===== src/hw/rtl/wms_div.sv =====
`timescale 1ns / 1ps
// ---------------------------------------------------------------------------
// wms_div
// restoring divider, one quotient bit per cycle, floor quotient
// ---------------------------------------------------------------------------
module wms_div #(
  parameter int unsigned DIVIDEND_W = 64,
  parameter int unsigned DIVISOR_W  = 11
) (
  input  logic                  clk_i,
  input  logic                  rst_ni,
  input  logic                  start_i,
  input  logic [DIVIDEND_W-1:0] dividend_i,
  input  logic [DIVISOR_W-1:0]  divisor_i,
  output logic                  busy_o,
  output logic [DIVIDEND_W-1:0] quotient_o
);

  localparam int unsigned CW = $clog2(DIVIDEND_W + 1);

  logic [DIVIDEND_W-1:0] quo_q;
  logic [DIVISOR_W-1:0]  rem_q;
  logic [DIVISOR_W-1:0]  dvs_q;
  logic [CW-1:0]         cnt_q;
  logic                  busy_q;
  logic [DIVISOR_W:0]    trial;
  logic                  fits;

  assign trial = {rem_q, quo_q[DIVIDEND_W-1]};
  assign fits = trial >= {1'b0, dvs_q};

  always_ff @(posedge clk_i or negedge rst_ni) begin
    if (!rst_ni) begin
      busy_q <= 1'b0;
      cnt_q  <= '0;
      quo_q  <= '0;
      rem_q  <= '0;
      dvs_q  <= '0;
    end else if (start_i) begin
      busy_q <= 1'b1;
      cnt_q  <= '0;
      quo_q  <= dividend_i;
      rem_q  <= '0;
      dvs_q  <= divisor_i;
    end else if (busy_q) begin
      quo_q <= {quo_q[DIVIDEND_W-2:0], fits};
      rem_q <= fits ? DIVISOR_W'(trial - {1'b0, dvs_q}) : trial[DIVISOR_W-1:0];
      cnt_q <= cnt_q + 1'b1;
      if (cnt_q == CW'(DIVIDEND_W - 1)) begin
        busy_q <= 1'b0;
      end
    end
  end

  assign busy_o = busy_q;
  assign quotient_o = quo_q;

endmodule


===== config.mk =====
export PLATFORM = sky130hd
export DESIGN_NAME = wms_div
export DESIGN_NICKNAME = d
export VERILOG_FILES = /design/src/hw/rtl/wms_div.sv
export SDC_FILE = /design/constraint.sdc
export NUM_CORES = 1
export LEC_CHECK = 0
export BUFFER_PORTS_ARGS = -buffer_cell sky130_fd_sc_hd__buf_4
export CORE_MARGIN = 5
export CORE_UTILIZATION = 50
export CTS_BUF_LIST = sky130_fd_sc_hd__clkbuf_2 sky130_fd_sc_hd__clkbuf_4 sky130_fd_sc_hd__clkbuf_8
export DETAILED_ROUTE_END_ITERATION = 6
export PLACE_DENSITY = 0.78
export SETUP_SLACK_MARGIN = 0.5
export SYNTH_ARGS = -nofsm -noshare
export SYNTH_HDL_FRONTEND = slang
export SYNTH_SLANG_ARGS = --single-unit

===== constraint.sdc =====
create_clock -name clk_i -period 4.5 [get_ports clk_i]
set_input_delay 0.45 -clock clk_i [delete_from_list [all_inputs] [get_ports clk_i]]
set_output_delay 0.45 -clock clk_i [all_outputs]
set_load 0.02 [all_outputs]

-- Word level (Yosys, flattened, before mapping)
Cells that the tools add are included.
- bits in read-only memories: 0
- memories kept: 0
- output and inout port bits: 65
- register bits: 94
- logic and storage cells: 20
- bits in latches: 0
- input bits: 78
- bits in writable memories: 0
- shifts and indexed selects: 0
- multiply operators: 0
- magnitude comparators: 1
- $add $sub $neg: 2
- muxes and demuxes: 10
- equal/unequal tests: 1
- div/mod/pow operators: 0
- bitwise operators: 0
- reduce and logical (&&, ||, !) cells: 1
- operators with widths (cell ; count):
    2-to-1 mux 64 bit ; 2
    2-to-1 mux 11 bit ; 3
    2-to-1 mux 7 bit ; 2
    greater-or-equal comparator 12 x 11 -> 1 bit ; 1
    subtractor 11 bit ; 1
    adder 7 x 1 -> 7 bit (second input constant) ; 1
    == test 7 x 6 -> 1 bit (second input constant) ; 1
    2-to-1 mux 1 bit ; 3
    nonzero test 2 bit ; 1

-- Logic depth before layout (Yosys ltp)
- word-level depth: 4
- mapped depth: 11
- depth with buffers taken out: 10

-- Worst setup path after synthesis
Ideal clock, no wire load.
- path type: flip-flop to flip-flop
- start: reg quo_q[63], in the netlist quotient_o[63]
- end: reg rem_q[9]
- required time: 4.404 ns
- stages on the path, launching flop included: 12
- clock period less this slack: 2.423 ns
- setup time: 0.096 ns
- path buffers: 1
- setup slack: 2.077 ns
- arrival: 2.327 ns
- path through: dfrtp_1 > inv_1 > ha_1 > inv_1 > fa_1 > a211oi_2 > o21ai_2 > a31oi_4 > o21a_2 > buf_6 > nand2_1 > a311oi_2
- word-level cells in the longest chain between the ends: 4
- elaborated cells between the ends (all ways): 5
- those cells by class: 1 x add/sub; 1 x order compare; 3 x mux
- RTL lines (element ; RTL line ; source):
    start, declared ; 21 ; logic [DIVIDEND_W-1:0] quo_q;
    start signal, assigned ; 42 ; quo_q <= dividend_i;
    start signal, assigned ; 46 ; quo_q <= {quo_q[DIVIDEND_W-2:0], fits};
    subtractor 11 bit / greater-or-equal comparator 12 x 11 -> 1 bit (equally long branches) ; 47, 30 ;
    2-to-1 mux 11 bit (*) ; 47 ; rem_q <= fits ? DIVISOR_W'(trial - {1'b0, dvs_q}) : trial[DIVISOR_W-1:0];
    2-to-1 mux 11 bit (*) ; 45 ; end else if (busy_q) begin
    2-to-1 mux 11 bit (*) ; 39 ; end else if (start_i) begin
    end signal, assigned ; 47 ;
    end, declared ; 22 ; logic [DIVISOR_W-1:0] rem_q;
Every way passes the cells marked *; elsewhere a longest branch is shown, timed or not. The select of a mux whose other input is x is not followed.
A chain may end at the register's enable or synchronous reset.

-- Worst setup path in the final report
Ends and elaborated chain as after synthesis.

==> flow_summary_export.csv <==
group,metric,value,unit
logic_synthesis,yosysWarnings,0,
timing,fin_crit_sh,57.9,%
global_route,grt_pass1_wl,18.8,mm
finish,drive_above_1_share,28.8,%
logic_synthesis,synth_ff_type,"dfrtp_1",
cts,clk_path_buf_depth,2,
finish,syn_to_final_growth,28.4,%
logic_synthesis,synthAdderAreaFrac,3.54,%
logic_synthesis,synthCells,487,
critical_path,critPathKind,"reg2reg",
logic_synthesis,synth_compound_area_share,16.2,%
floorplan,rows,35,
detailed_routing,ant_nets,0,
placed_design,dp_hpwl,8.17,mm
timing,finalHoldViolCount,0,
detailed_routing,wirelength,11.3,mm
global_route,antenna_found_initial,0,
logic_synthesis,synth_simple_gate_area_share,11.5,%
detailed_routing,dr.pass1.iters,4,
critical_path,worstPathArrival,2.86,ns
floorplan,die-area,11700,µm²
detailed_routing,drt_iter0_drc,177,
pwr,ir_drop,0.232,mV
run,cap_violations,0,
min_path,hold_path_class,"in2async",
floorplan,dieWidth,108,µm
cts,cts-resized-gates,0,
critical_path,crit_fanout,11,
detailed_routing,routed_via_density,5.31,
timing,finalSetupViolations,0,
global_route,grt_pass1_vias,3947,
placed_design,gp_congestion,0.834,
floorplan,io_pins,143,
timing,tns,0,ns
cts,cts_hold_buf,0,
cts,cts_tree,"done",
logic_synthesis,synth-edff-count,0,
timing,clock_skew,0.00913,ns
logic_synthesis,synth_xor_area_share,2.18,%
timing,post-route-min-period,2.61,ns
floorplan,placeableCoreArea,9330,µm²
cts,clock_latency,0.35,ns
cts,cts_setup_buffers,0,
critical_path,start_kind,"flop",
floorplan,die_y,108,µm
cts,cts.htree.levels,3,
finish,n_antenna_cell,0,
global_route,grt_max_degree,124,
global_route,globalRouteTotalUtil,19.6,%
logic_synthesis,yosys.area.top_type_share,48.9,%
detailed_routing,drc,0,
cts,clock_sinks,94,
detailed_routing,wl_per_cell,15.1,µm
logic_synthesis,synth_area_per_cell,9.88,µm²
logic_synthesis,ys_ff_latch,94,
logic_synthesis,syn-num-nets,578,
placed_design,port_buffers,142,
timing,rsz0062_at_grt,"no",
timing,hold_ws,0.159,ns
logic_synthesis,yosys.cell_types.count,41,
timing,tightest_slew,1.09,ns
timing,slew_violations,0,
logic_synthesis,synth_top_family_by_area,"compound AO/OA/AOI/OAI gates",
critical_path,crit_required,4.75,ns
cts,path_clk_slew,0.10,ns
pwr,p_leak,0.00334,µW
logic_synthesis,ys_seq_area_share,48.9,%
timing,relSlewSlack,27.6,%
logic_synthesis,synthMuxAreaShare,13.8,%
logic_synthesis,synth_top_area_cell,"dfrtp_1",
status,status,"complete, no violations",
global_route,overflow,0,
logic_synthesis,synth_area_leaders,"dfrtp_1, mux2i_1, o21ai_0",
logic_synthesis,synth_area,4810,µm²
timing,max_freq,384,MHz
detailed_routing,num_vias,3972,
logic_synthesis,async_reset_ff_share,100,%
pwr,pwr_density_cell,398,nW/µm²
floorplan,start_util,51.6,%
cts,clockRootBuffer,"clkbuf_8",
finish,nets,705,
critical_path,critical_path.endpoint_type,"flop",
cts,numCtsBuffers,9,
report_power, final:
| group | total (µW) | internal (µW) | leakage [µW] | switching (µW) |
|---|---|---|---|---|
| combinational | 806 | 361 | 0.00207 | 445 |
| clock | 630 | 331 | 0.000109 | 298 |
| sequential | 1020 | 940 | 0.00116 | 80.0 |
| total | 2460 | 1630 | 0.00334 | 823 |
state kept, by name, indices dropped and copies added (netlist names):
| register | cells |
|---|---|
| quotient_o | 64 |
| dvs_q | 11 |
| rem_q | 11 |
| cnt_q | 7 |
| busy_o | 1 |
cells in the final DEF, fill, tap and decap left out, types with 3 or more instances in the layout:
cell type | Yosys | routed
buf_4 | 0 | 146
nand2_1 | 94 | 94
dfrtp_1 | 94 | 93
o21ai_0 | 78 | 78
mux2i_1 | 65 | 65
nor2_1 | 20 | 20
inv_1 | 16 | 16
ha_1 | 12 | 12
clkbuf_8 | 0 | 10
a21oi_1 | 9 | 9
a311oi_2 | 8 | 8
xnor2_1 | 6 | 6
xor2_1 | 6 | 6
nand2b_1 | 5 | 5
nand4_1 | 4 | 4
o211ai_1 | 4 | 4
and3_1 | 3 | 3
o21ai_1 | 3 | 3
o21a_1 | 3 | 3
a31oi_1 | 3 | 3
synth_stat cells (3+ instances only):
cell type	number
a21oi_1	9
ha_1	12
o21ai_0	78
nand2b_1	5
xor2_1	6
xnor2_1	6
nor2_1	20
dfrtp_1	94
clkbuf_1	21
buf_1	3
o211ai_1	4
a311oi_2	8
nand2_1	94
mux2i_1	65
o21ai_1	3
buf_2	5
nand4_1	4
and3_1	3
o21a_1	3
a31oi_1	3
inv_1	16
critical path: stages, from the launching register on:
cell	delay, ns
dfrtp_1	0.42
inv_1	0.08
ha_1	0.16
inv_1	0.05
fa_1	0.41
a211oi_2	0.36
o21ai_2	0.13
a31oi_4	0.22
o21a_2	0.32
nand2_1	0.10
a311oi_2	0.26
cell families after synthesis:
logic type | Yosys count
compound gates | 122
xor+xnor | 12
fa+ha+maj | 13
buf+inv | 46
flops | 94
mux | 66
simple gates | 134
stage by stage:
stage	total power, µW	util, %	cells	setup WS, ns	cell area (µm²)
after CTS	2480	66.2	748	1.88	6180
final	2460	66.2	748	1.89	6180
after global placement	1820	63.8	732	2.03	5950
after global routing	2610	66.2	748	1.73	6180
after floorplan	1580	-	487	2.08	4810
after detailed placement	1840	63.8	732	1.92	5950
final timing paths:
path | from | endpoint | slack (ns) | depth (start not counted)
worst max-delay path | quotient_o[63] | rem_q[9] | 1.89 | 10
worst min-delay path | rst_ni | quotient_o[12] | 0.16 | 1
worst max register to register | quotient_o[63] | rem_q[9] | 1.89 | 10
worst min register to register | dvs_q[0] | dvs_q[0] | 0.52 | 1
max in group asynchronous | rst_ni | busy_o | 3.33 | 2
min in group clk_i | dividend_i[26] | quotient_o[26] | 0.30 | 3
layout make-up:
cell class                 count  area [µm²]
fill                         775        3150
sequential                    94        2360
multi-input combinational    347        2270
timing repair buffer         146        1100
tap                          129         161
clock buffer                  10         138
clock inverter                 6        92.6
inverter                      16        60.1
routing by layer:
| layer | GRT usage, % | part of all wire (%) | up-vias |
|---|---|---|---|
| li1 | - | - | 1946 |
| met1 | 25.8 | 44 | 1904 |
| met2 | 31.8 | 48 | 108 |
| met3 | 5.31 | 6.6 | 14 |
| met4 | 6.04 | 1.4 | 0 |
| met5 | 0 | 0 | - |
Note: power is estimated with default switching activity, not from simulation.
